<file path="config.mk">
export PLATFORM = sky130hd
export DESIGN_NAME = string_to_int_custom_radix
export DESIGN_NICKNAME = d
export VERILOG_FILES = /design/src/hdl/stoi_pkg.sv /design/src/hdl/stoi_csr.sv /design/src/hdl/stoi_front.sv /design/src/hdl/stoi_fifo.sv /design/src/hdl/stoi_back.sv /design/src/hdl/string_to_int_custom_radix.sv
export VERILOG_INCLUDE_DIRS = /design/src /design/src/hdl
export SDC_FILE = /design/constraint.sdc
export NUM_CORES = 2
export LEC_CHECK = 0
export BUFFER_PORTS_ARGS = -buffer_cell sky130_fd_sc_hd__buf_2
export CORE_ASPECT_RATIO = 0.8
export CORE_MARGIN = 10
export CORE_UTILIZATION = 32
export DETAILED_ROUTE_END_ITERATION = 10
export SYNTH_ARGS = -nofsm -noshare
export SYNTH_HDL_FRONTEND = slang
export SYNTH_SLANG_ARGS = --single-unit
export TNS_END_PERCENT = 1
</file>
<file path="constraint.sdc">
create_clock -name clock -period 9.85 [get_ports clock]
set_input_delay 1.4775 -clock clock [delete_from_list [all_inputs] [get_ports clock]]
set_output_delay 1.4775 -clock clock [all_outputs]
set_load 0.01 [all_outputs]
</file>
<file path="src/hdl/string_to_int_custom_radix_macros.svh">
// Assertion macros used by the string-to-integer back end.
`ifndef STRING_TO_INT_CUSTOM_RADIX_MACROS_SVH
`define STRING_TO_INT_CUSTOM_RADIX_MACROS_SVH
`ifndef SYNTHESIS
// Check a property on every clock edge outside reset.
`define STOI_ASSERT(label, prop) \
   label: assert property (@(posedge clock) disable iff (reset) (prop)) \
      else $error("stoi assertion failed");
// Check that pre in one cycle implies post in the next.
`define STOI_ASSERT_NEXT(label, pre, post) \
   label: assert property (@(posedge clock) disable iff (reset) (pre) |=> (post)) \
      else $error("stoi assertion failed");
`else
`define STOI_ASSERT(label, prop)
`define STOI_ASSERT_NEXT(label, pre, post)
`endif
`endif

</file>
<file path="src/hdl/stoi_pkg.sv">
// Types, constants and helpers of the string-to-integer converter.
package stoi_pkg;

   localparam int CHAR_W      = 8;
   localparam int NUM_W       = 32;
   localparam int CFG_W       = 64;
   localparam int RLEN_W      = 5;
   localparam int DIG_W       = 4;
   localparam int CSR_IDX_W   = 2;
   localparam int ALPHA_SLOTS = 16;
   localparam int MAX_RADIX   = 16;

   localparam logic [CHAR_W-1:0] CHAR_NUL   = 8'h00;
   localparam logic [CHAR_W-1:0] CHAR_TAB   = 8'h09;
   localparam logic [CHAR_W-1:0] CHAR_CR    = 8'h0D;
   localparam logic [CHAR_W-1:0] CHAR_SPACE = 8'h20;
   localparam logic [CHAR_W-1:0] CHAR_PLUS  = 8'h2B;
   localparam logic [CHAR_W-1:0] CHAR_MINUS = 8'h2D;

   typedef enum logic [CSR_IDX_W-1:0] {
      CSR_DIGIT_LOW  = 2'd0,
      CSR_DIGIT_HIGH = 2'd1,
      CSR_RADIX_LEN  = 2'd2
   } csr_index_type;

   typedef struct packed {
      logic [ALPHA_SLOTS-1:0][CHAR_W-1:0] chars;
      logic [RLEN_W-1:0]                  used_len;
      logic                               alphabet_ok;
   } cfg_type;

   typedef struct packed {
      logic             last;
      logic             is_skip;
      logic             is_minus;
      logic             is_digit;
      logic [DIG_W-1:0] digit;
   } token_type;

   typedef struct packed {
      logic signed [NUM_W-1:0] number;
      logic                    alphabet_ok;
   } result_type;

   function automatic logic is_space(input logic [CHAR_W-1:0] c);
      return ((c >= CHAR_TAB) && (c <= CHAR_CR)) || (c == CHAR_SPACE);
   endfunction

endpackage

</file>
<file path="src/hdl/stoi_csr.sv">
// Configuration registers and alphabet validity check.
module stoi_csr (
   input  logic                                 clock,
   input  logic                                 reset,
   input  logic                                 csr_wr_en,
   input  logic [stoi_pkg::CSR_IDX_W-1:0]       csr_index,
   input  logic [stoi_pkg::CFG_W-1:0]           csr_wdata,
   output stoi_pkg::cfg_type                    cfg
);
   import stoi_pkg::*;

   logic [CFG_W-1:0]  chars_low_ff;
   logic [CFG_W-1:0]  chars_high_ff;
   logic [RLEN_W-1:0] radix_len_ff;
   logic              ok_ff;
   logic              ok_in;
   logic [ALPHA_SLOTS-1:0][CHAR_W-1:0] chars;

   assign chars = {chars_high_ff, chars_low_ff};

   // Judge the alphabet from the stored registers; the verdict is registered in ok_ff.
   always_comb begin
      ok_in = (radix_len_ff >= RLEN_W'(2)) && (radix_len_ff <= RLEN_W'(MAX_RADIX));
      for (int i = 0; i < ALPHA_SLOTS; i++) begin
         if (RLEN_W'(i) < radix_len_ff) begin
            if ((chars[i] == CHAR_NUL) || (chars[i] == CHAR_PLUS) ||
                (chars[i] == CHAR_MINUS) || is_space(chars[i])) begin
               ok_in = 1'b0;
            end
            for (int j = i + 1; j < ALPHA_SLOTS; j++) begin
               if ((RLEN_W'(j) < radix_len_ff) && (chars[j] == chars[i])) begin
                  ok_in = 1'b0;
               end
            end
         end
      end
   end

   always_ff @(posedge clock) begin
      if (reset) begin
         chars_low_ff  <= '0;
         chars_high_ff <= '0;
         radix_len_ff  <= '0;
         ok_ff         <= 1'b0;
      end else begin
         ok_ff <= ok_in;
         if (csr_wr_en) begin
            unique case (csr_index_type'(csr_index))
               CSR_DIGIT_LOW:  chars_low_ff  <= csr_wdata;
               CSR_DIGIT_HIGH: chars_high_ff <= csr_wdata;
               CSR_RADIX_LEN:  radix_len_ff  <= csr_wdata[RLEN_W-1:0];
               default: ;
            endcase
         end
      end
   end

   assign cfg.chars       = chars;
   assign cfg.used_len    = (radix_len_ff > RLEN_W'(MAX_RADIX)) ? RLEN_W'(MAX_RADIX)
                                                                : radix_len_ff;
   assign cfg.alphabet_ok = ok_ff;

endmodule

</file>
<file path="src/hdl/stoi_front.sv">
// Front end: classifies each request character against the alphabet.
module stoi_front (
   input  logic [stoi_pkg::CHAR_W-1:0] char_in,
   input  logic                        last_char,
   input  stoi_pkg::cfg_type           cfg,
   output stoi_pkg::token_type         token
);
   import stoi_pkg::*;

   logic             hit;
   logic [DIG_W-1:0] digit;

   // Scan from the top so the lowest matching position wins.
   always_comb begin
      hit   = 1'b0;
      digit = '0;
      for (int i = ALPHA_SLOTS - 1; i >= 0; i--) begin
         if ((RLEN_W'(i) < cfg.used_len) && (cfg.chars[i] == char_in)) begin
            hit   = 1'b1;
            digit = DIG_W'(i);
         end
      end
   end

   assign token.last     = last_char;
   assign token.is_skip  = is_space(char_in) || (char_in == CHAR_PLUS);
   assign token.is_minus = (char_in == CHAR_MINUS);
   assign token.is_digit = hit && (char_in != CHAR_NUL);
   assign token.digit    = digit;

endmodule

</file>
<file path="src/hdl/stoi_fifo.sv">
// Small synchronous queue used between front and back and at the result side.
module stoi_fifo #(
   parameter type data_type = logic,
   parameter int  DEPTH     = 2
) (
   input  logic     clock,
   input  logic     reset,
   input  logic     push,
   input  data_type push_data,
   output logic     full,
   input  logic     pop,
   output data_type pop_data,
   output logic     empty
);
   localparam int PTR_W = (DEPTH > 1) ? $clog2(DEPTH) : 1;
   localparam int CNT_W = $clog2(DEPTH + 1);

   data_type         mem_ff [DEPTH];
   logic [PTR_W-1:0] wr_ptr_ff, wr_ptr_in;
   logic [PTR_W-1:0] rd_ptr_ff, rd_ptr_in;
   logic [CNT_W-1:0] count_ff, count_in;
   logic             do_push, do_pop;

   assign full    = (count_ff == CNT_W'(DEPTH));
   assign empty   = (count_ff == '0);
   assign do_push = push && !full;
   assign do_pop  = pop && !empty;

   always_comb begin
      wr_ptr_in = wr_ptr_ff;
      rd_ptr_in = rd_ptr_ff;
      count_in  = count_ff;
      if (do_push) begin
         wr_ptr_in = (wr_ptr_ff == PTR_W'(DEPTH - 1)) ? '0 : wr_ptr_ff + PTR_W'(1);
      end
      if (do_pop) begin
         rd_ptr_in = (rd_ptr_ff == PTR_W'(DEPTH - 1)) ? '0 : rd_ptr_ff + PTR_W'(1);
      end
      if (do_push && !do_pop) begin
         count_in = count_ff + CNT_W'(1);
      end else if (do_pop && !do_push) begin
         count_in = count_ff - CNT_W'(1);
      end
   end

   always_ff @(posedge clock) begin
      if (reset) begin
         wr_ptr_ff <= '0;
         rd_ptr_ff <= '0;
         count_ff  <= '0;
      end else begin
         wr_ptr_ff <= wr_ptr_in;
         rd_ptr_ff <= rd_ptr_in;
         count_ff  <= count_in;
      end
   end

   always_ff @(posedge clock) begin
      if (do_push) begin
         mem_ff[wr_ptr_ff] <= push_data;
      end
   end

   assign pop_data = mem_ff[rd_ptr_ff];

endmodule

</file>
<file path="src/hdl/stoi_back.sv">
// Back end: parse state machine, multiply-accumulate and result forming.
`include "string_to_int_custom_radix_macros.svh"
module stoi_back (
   input  logic                   clock,
   input  logic                   reset,
   input  stoi_pkg::cfg_type      cfg,
   input  stoi_pkg::token_type    token,
   input  logic                   token_empty,
   output logic                   token_pop,
   input  logic                   result_full,
   output logic                   result_push,
   output stoi_pkg::result_type   result
);
   import stoi_pkg::*;

   typedef enum logic [1:0] {
      PH_PREFIX,
      PH_DIGITS,
      PH_DONE
   } phase_type;

   phase_type        phase_ff, phase_in;
   logic             neg_ff, neg_in;
   logic [NUM_W-1:0] acc_ff, acc_in;
   logic [NUM_W-1:0] mac;
   logic [NUM_W-1:0] value;

   assign mac = NUM_W'(acc_ff * NUM_W'(cfg.used_len)) + NUM_W'(token.digit);

   always_comb begin
      phase_in    = phase_ff;
      neg_in      = neg_ff;
      acc_in      = acc_ff;
      // A last request needs room on the result side.
      token_pop   = !token_empty && (!token.last || !result_full);
      result_push = token_pop && token.last;

      if (token_pop) begin
         priority if (phase_ff == PH_PREFIX && token.is_skip) begin
            // hold: whitespace or plus in the prefix
         end else if (phase_ff == PH_PREFIX && token.is_minus) begin
            neg_in = !neg_ff;
         end else if (phase_ff != PH_DONE) begin
            if (token.is_digit) begin
               acc_in   = mac;
               phase_in = PH_DIGITS;
            end else begin
               phase_in = PH_DONE;
            end
         end else begin
            // drop: the number has already ended
         end
      end

      value = neg_in ? (NUM_W'(0) - acc_in) : acc_in;
      result.alphabet_ok = cfg.alphabet_ok;
      result.number      = cfg.alphabet_ok ? signed'(value) : '0;

      if (result_push) begin
         phase_in = PH_PREFIX;
         neg_in   = 1'b0;
         acc_in   = '0;
      end
   end

   always_ff @(posedge clock) begin
      if (reset) begin
         phase_ff <= PH_PREFIX;
         neg_ff   <= 1'b0;
         acc_ff   <= '0;
      end else begin
         phase_ff <= phase_in;
         neg_ff   <= neg_in;
         acc_ff   <= acc_in;
      end
   end

   `STOI_ASSERT(a_push_on_last, result_push |-> (token_pop && token.last))
   `STOI_ASSERT_NEXT(a_clear_after_last, token_pop && token.last,
      phase_ff == PH_PREFIX && !neg_ff && acc_ff == '0)
   `STOI_ASSERT(a_invalid_gives_zero,
      (result_push && !cfg.alphabet_ok) |-> (result.number == '0))
   `STOI_ASSERT_NEXT(a_done_holds, phase_ff == PH_DONE && !(token_pop && token.last),
      phase_ff == PH_DONE)

endmodule

</file>
<file path="src/hdl/string_to_int_custom_radix.sv">
// Throughput is one character request per clock while the input queue is not
// full: the back end does one multiply-accumulate (accumulator times radix
// length, plus digit) per cycle unless a last request waits on a full result
// queue. A request is classified against the alphabet combinationally as it
// is accepted, waits in a QUEUE_DEPTH-entry queue, and is then consumed by
// the back end; the result of the request marked last is pushed into a
// QUEUE_DEPTH-entry result queue as that request is consumed, and shows on
// the rsp_ ports (rsp_empty low) from the head of that queue until popped; a
// last request stays at the head of the input queue while the result queue
// is full, and req_full rises once the input queue fills behind it. The alphabet
// validity flag is registered from the configuration registers after a write.
module string_to_int_custom_radix #(
   parameter int QUEUE_DEPTH = 2
) (
   input  logic                                 clock,
   input  logic                                 reset,
   input  logic                                 req_push,
   output logic                                 req_full,
   input  logic [stoi_pkg::CHAR_W-1:0]          req_char_in,
   input  logic                                 req_last_char,
   output logic                                 rsp_empty,
   input  logic                                 rsp_pop,
   output logic signed [stoi_pkg::NUM_W-1:0]    rsp_number,
   output logic                                 rsp_alphabet_ok,
   input  logic                                 csr_wr_en,
   input  logic [stoi_pkg::CSR_IDX_W-1:0]       csr_index,
   input  logic [stoi_pkg::CFG_W-1:0]           csr_wdata
);
   import stoi_pkg::*;

   cfg_type    cfg;
   token_type  front_token;
   token_type  queue_token;
   logic       queue_empty;
   logic       queue_pop;
   logic       result_full;
   logic       result_push;
   result_type result_in;
   result_type result_out;

   stoi_csr u_csr (
      .clock     (clock),
      .reset     (reset),
      .csr_wr_en (csr_wr_en),
      .csr_index (csr_index),
      .csr_wdata (csr_wdata),
      .cfg       (cfg)
   );

   stoi_front u_front (
      .char_in   (req_char_in),
      .last_char (req_last_char),
      .cfg       (cfg),
      .token     (front_token)
   );

   stoi_fifo #(
      .data_type (token_type),
      .DEPTH     (QUEUE_DEPTH)
   ) u_token_queue (
      .clock     (clock),
      .reset     (reset),
      .push      (req_push),
      .push_data (front_token),
      .full      (req_full),
      .pop       (queue_pop),
      .pop_data  (queue_token),
      .empty     (queue_empty)
   );

   stoi_back u_back (
      .clock       (clock),
      .reset       (reset),
      .cfg         (cfg),
      .token       (queue_token),
      .token_empty (queue_empty),
      .token_pop   (queue_pop),
      .result_full (result_full),
      .result_push (result_push),
      .result      (result_in)
   );

   stoi_fifo #(
      .data_type (result_type),
      .DEPTH     (QUEUE_DEPTH)
   ) u_result_queue (
      .clock     (clock),
      .reset     (reset),
      .push      (result_push),
      .push_data (result_in),
      .full      (result_full),
      .pop       (rsp_pop),
      .pop_data  (result_out),
      .empty     (rsp_empty)
   );

   assign rsp_number      = result_out.number;
   assign rsp_alphabet_ok = result_out.alphabet_ok;

endmodule

</file>
==> results.txt <==
The run finished with clean final reports. For this design the ratio of total power to cell area is 120.2 nW/um2. The source-to-sink clock delay at the later pin of the worst-skew pair was 0.58 ns. The first detailed-routing pass ran for 5 iterations. STA classifies the critical path startpoint as a register. The library cell used most frequently in the layout, excluding fill and tap cells, is sky130_fd_sc_hd__xnor2_1. After floorplanning, the core was divided into 99 placement rows. In this run the mean area of a mapped cell was 8.038 um2. In the layout the commonest cells are sky130_fd_sc_hd__xnor2_1 (852), sky130_fd_sc_hd__nand2_1 (388), sky130_fd_sc_hd__xor2_1 (304). The number of setup violations in the final report is 0. The portion of the clock cycle consumed by the worst path in the final layout came out at 0.7076. Buffers added to address setup during post-CTS repair amount to 0.

The tightest hold path in the finished design has a slack of 0.4554 ns. For this design the static power due to leakage is 12.33 nW. The final global-route overflow total was 0. The initial core utilization was 0.3243; the count of flip-flops with a built-in enable after synthesis was 82. TritonCTS built the clock tree. The run gives 0 as the number of remaining DRC errors.

After clock tree synthesis, the clock-pin slew on the worst setup and hold paths is 0.07 ns. The logs give 0.2065 for the overall track demand over capacity in global routing and 0 for the number of hold-repair buffers added at the cts stage. Path class of the lowest-slack min-delay path: register to register. After clock tree synthesis, the repair step resized 0 gates.

The via density per instance was 5.700; the routed wirelength normalized by instance count was 23.44 um. The clock root buffer was sky130_fd_sc_hd__clkbuf_16. The reg-to-reg startpoint was u_csr.radix_len_ff[0]. Synthesis inferred 261 register bits. Die outline height: 292.6 um. The clock tree synthesis step divided the H-tree into 2 levels. The tools report the total negative slack for setup checks as 0 ns. The Yosys step of the flow raised 0 warnings. For the final estimated routing congestion in global placement, the log shows 1.004.

In the synthesized netlist, the number of instances is 3698. The worst setup path is captured at a register. Via count of the first global-routing pass: 26480. The fraction of the yosys area taken by sequential cells is 0.2034. At the worst endpoint, the required time is 10.13 ns. The worst hold path passes through 2 cells. The area of the core was 91660 um2; the total of buffers placed on input and output ports was 114. The primary flip-flop cell chosen by synthesis mapping was sky130_fd_sc_hd__dfxtp_1. The final-report hold violation count is 0, and the maximum frequency from static timing analysis is 143.5 MHz. The logs give 0 for the count of max-cap constraint violations and 261 for the total clock sinks. The tools report the I/O pin total as 115.

Setup repair after global routing left no endpoint under its margin. The width of the die is 360.8 um. The fraction of synthesis flops using an asynchronous set or reset pin is 0, and the net count after synthesis is 3929. The maximum number of pins on one net before global-route repair came out at 84.

The critical path is of the register to register type. Number of distinct library cell variants in the gate-level netlist after synthesis: 79. The final clock skew is 0.03193 ns. Die footprint: 105600 um2. The tools report the end point of the critical path as u_result_queue.mem_ff[0][32].

The maximum vdd ir drop is 122.5 uV, and the maximum fanout count along the critical path is 21. The worst slew margin relative to its limit is 0.1431. The first-pass GRT wire length was 171200 um; the final non-filler cell total was 4860. In this run the worst setup path begins at u_csr.radix_len_ff[0]. The number of cells traversed by the worst register-to-register path was 19; the total number of vias was 27700. The startpoint identified for the worst hold timing path is u_csr.chars_high_ff[30]. The minimum period implied by the final worst setup slack was 6.970 ns; the initial antenna violation count was 13.

The area growth from synthesis to layout is 9.719%. The detail route stage leaves a number of antenna-violating nets equal to 0. For the post-synthesis cell area, the log shows 29720 um2. The tools report the setup slack of the most critical reg-to-reg path as 2.88 ns. The actual transition at the worst max-transition pin is 1.276 ns, and the final count of pins violating max slew is 0. Counting along the longest clock path gives a buffer depth of 3. For this block, the initial DRC count from the detailed router was 3194. Number of nets at the end of the flow: 3853. The arrival time of data at the critical path endpoint is 7.25 ns. The fraction of final layout cells sized beyond drive strength 1 is 0.1086, and the placed wire-length estimate is 73420 um. After detailed routing, the total wire length is 113900 um. The run gives 34 as the number of buffers inserted during clock tree synthesis. The tools report the worst reg2reg path endpoint as u_result_queue.mem_ff[0][32]. The number of placed instances, taps included, is 4798.
==> flip-flops by register name (all words and copies together), names as in the netlist, named ones only <==
name	cells
u_back.acc_ff	32
u_back.neg_ff	1
u_back.phase_ff	2
u_csr.chars_high_ff	64
u_csr.chars_low_ff	64
u_csr.ok_ff	1
u_csr.radix_len_ff	5
u_result_queue.count_ff	2
u_result_queue.mem_ff	66
u_result_queue.rd_ptr_ff	1
u_result_queue.wr_ptr_ff	1
u_token_queue.count_ff	2
u_token_queue.mem_ff	16
u_token_queue.rd_ptr_ff	1
u_token_queue.wr_ptr_ff	1
==> power breakdown <==
group,total (mW),leakage [nW],switching (mW),internal (mW)
logic,1.43,9.62,0.870,0.557
clock network,1.21,0.493,0.550,0.658
registers,1.29,2.21,0.0601,1.23
total,3.92,12.3,1.48,2.44
==> worst max-delay path, cell delays in order, from the launching register on <==
cell and delay, ns:
sky130_fd_sc_hd__dfxtp_1 0.58, sky130_fd_sc_hd__nor2b_2 0.74, sky130_fd_sc_hd__buf_4 0.30, sky130_fd_sc_hd__and2_1 0.18, sky130_fd_sc_hd__fa_1 0.43, sky130_fd_sc_hd__ha_1 0.29
sky130_fd_sc_hd__inv_1 0.05, sky130_fd_sc_hd__fa_1 0.59, sky130_fd_sc_hd__inv_1 0.06, sky130_fd_sc_hd__ha_1 0.31, sky130_fd_sc_hd__a211oi_2 0.36, sky130_fd_sc_hd__o211ai_1 0.20
sky130_fd_sc_hd__a41oi_1 0.56, sky130_fd_sc_hd__o21ai_1 0.19, sky130_fd_sc_hd__a221oi_4 0.39, sky130_fd_sc_hd__o211ai_4 0.14, sky130_fd_sc_hd__or3_4 0.37, sky130_fd_sc_hd__or3_4 0.41
sky130_fd_sc_hd__o41ai_2 0.35, sky130_fd_sc_hd__o21ai_0 0.16
==> cell families (layout without fill, tap and decap cells) <==
logic type / Yosys count / count (layout) / synth area share
buffers and inverters: 476 / 425 / 0.06112
DFF: 261 / 261 / 0.2034
other: 0 / 1 / 0
AOI/OAI and AO/OA: 448 / 448 / 0.09366
muxes: 66 / 66 / 0.02425
and+or+nand+nor: 1139 / 1139 / 0.1914
adders and majority gates: 151 / 151 / 0.08528
xor gates and xnor gates: 1157 / 1157 / 0.3409
==> routing by layer <==
metal	wire length, um	global-route usage	vias to the layer above	share of wire
li1	-	-	12230	-
met1	47890	0.2784	13310	0.42
met2	46800	0.3074	1770	0.41
met3	14000	0.05870	381	0.12
met4	5134	0.08243	14	0.045
met5	87	0	-	0.00076
==> through the flow <==
step / instance area (um2) / power (mW) / worst slack [ns] / utilization
finish: 32610 / 3.921 / 2.880 / 0.3558
global route: 32610 / 4.105 / 2.379 / 0.3558
detailed placement: 31560 / 2.709 / 2.923 / 0.3443
CTS: 32610 / 3.929 / 2.896 / 0.3558
floorplan: 29720 / 2.289 / 2.888 / -
global placement: 31560 / 2.693 / 3.066 / 0.3443
==> Yosys cell counts, types with 4 or more instances <==
cell type | number | area, um2
sky130_fd_sc_hd__o21a_1 | 10 | 75.07
sky130_fd_sc_hd__nor3b_1 | 6 | 45.04
sky130_fd_sc_hd__nand2_1 | 388 | 1456
sky130_fd_sc_hd__fa_1 | 86 | 1722
sky130_fd_sc_hd__mux2i_1 | 27 | 270.3
sky130_fd_sc_hd__o31ai_1 | 11 | 82.58
sky130_fd_sc_hd__a21o_1 | 22 | 165.2
sky130_fd_sc_hd__nor4_1 | 120 | 750.7
sky130_fd_sc_hd__dfxtp_1 | 179 | 3583
sky130_fd_sc_hd__xnor2_1 | 853 | 7471
sky130_fd_sc_hd__mux2_2 | 38 | 427.9
sky130_fd_sc_hd__a21oi_1 | 222 | 1111
sky130_fd_sc_hd__nor3_1 | 105 | 525.5
sky130_fd_sc_hd__or2_2 | 9 | 56.30
sky130_fd_sc_hd__and2_1 | 68 | 425.4
sky130_fd_sc_hd__buf_1 | 128 | 480.5
sky130_fd_sc_hd__clkbuf_1 | 238 | 893.4
sky130_fd_sc_hd__a211oi_1 | 8 | 60.06
sky130_fd_sc_hd__and3_1 | 6 | 37.54
sky130_fd_sc_hd__nor2b_1 | 17 | 106.4
sky130_fd_sc_hd__inv_1 | 96 | 360.4
sky130_fd_sc_hd__nor2_1 | 140 | 525.5
sky130_fd_sc_hd__o22ai_1 | 16 | 100.1
sky130_fd_sc_hd__o21ai_0 | 47 | 235.2
sky130_fd_sc_hd__or4_1 | 4 | 30.03
sky130_fd_sc_hd__nand4_1 | 196 | 1226
sky130_fd_sc_hd__nand2b_1 | 6 | 37.54
sky130_fd_sc_hd__o211ai_1 | 8 | 60.06
sky130_fd_sc_hd__a31oi_1 | 39 | 244.0
sky130_fd_sc_hd__o41ai_1 | 9 | 78.83
sky130_fd_sc_hd__o21ai_1 | 7 | 35.03
sky130_fd_sc_hd__ha_1 | 65 | 813.3
sky130_fd_sc_hd__or3_1 | 17 | 106.4
sky130_fd_sc_hd__buf_2 | 12 | 60.06
sky130_fd_sc_hd__edfxtp_1 | 82 | 2462
sky130_fd_sc_hd__nand3b_1 | 5 | 37.54
sky130_fd_sc_hd__xor2_1 | 304 | 2663
sky130_fd_sc_hd__nand3_1 | 37 | 185.2
==> how the worst min path moves through the flow <==
stage	endpoint	slack [ns]
after global placement	u_csr.chars_high_ff[30]	0.44
after detailed placement	u_csr.chars_high_ff[30]	0.45
after floorplan	register	0.47
final	u_csr.chars_high_ff[30]	0.46
after global routing	u_csr.chars_high_ff[41]	0.48
after CTS	u_csr.chars_high_ff[30]	0.46
==> area by class of cell <==
class                   count  area [um2]
clock inverters            18       161.4
well taps                1212        1516
flip-flops and latches    261        6047
inverters                  96       360.3
multi-input cells        2961       21900
fillers                  9422       59050
repair buffers            268        1729
diodes                      1       2.502
clock buffers              43       894.6
No activity file was read; power rests on OpenSTA's default activity.
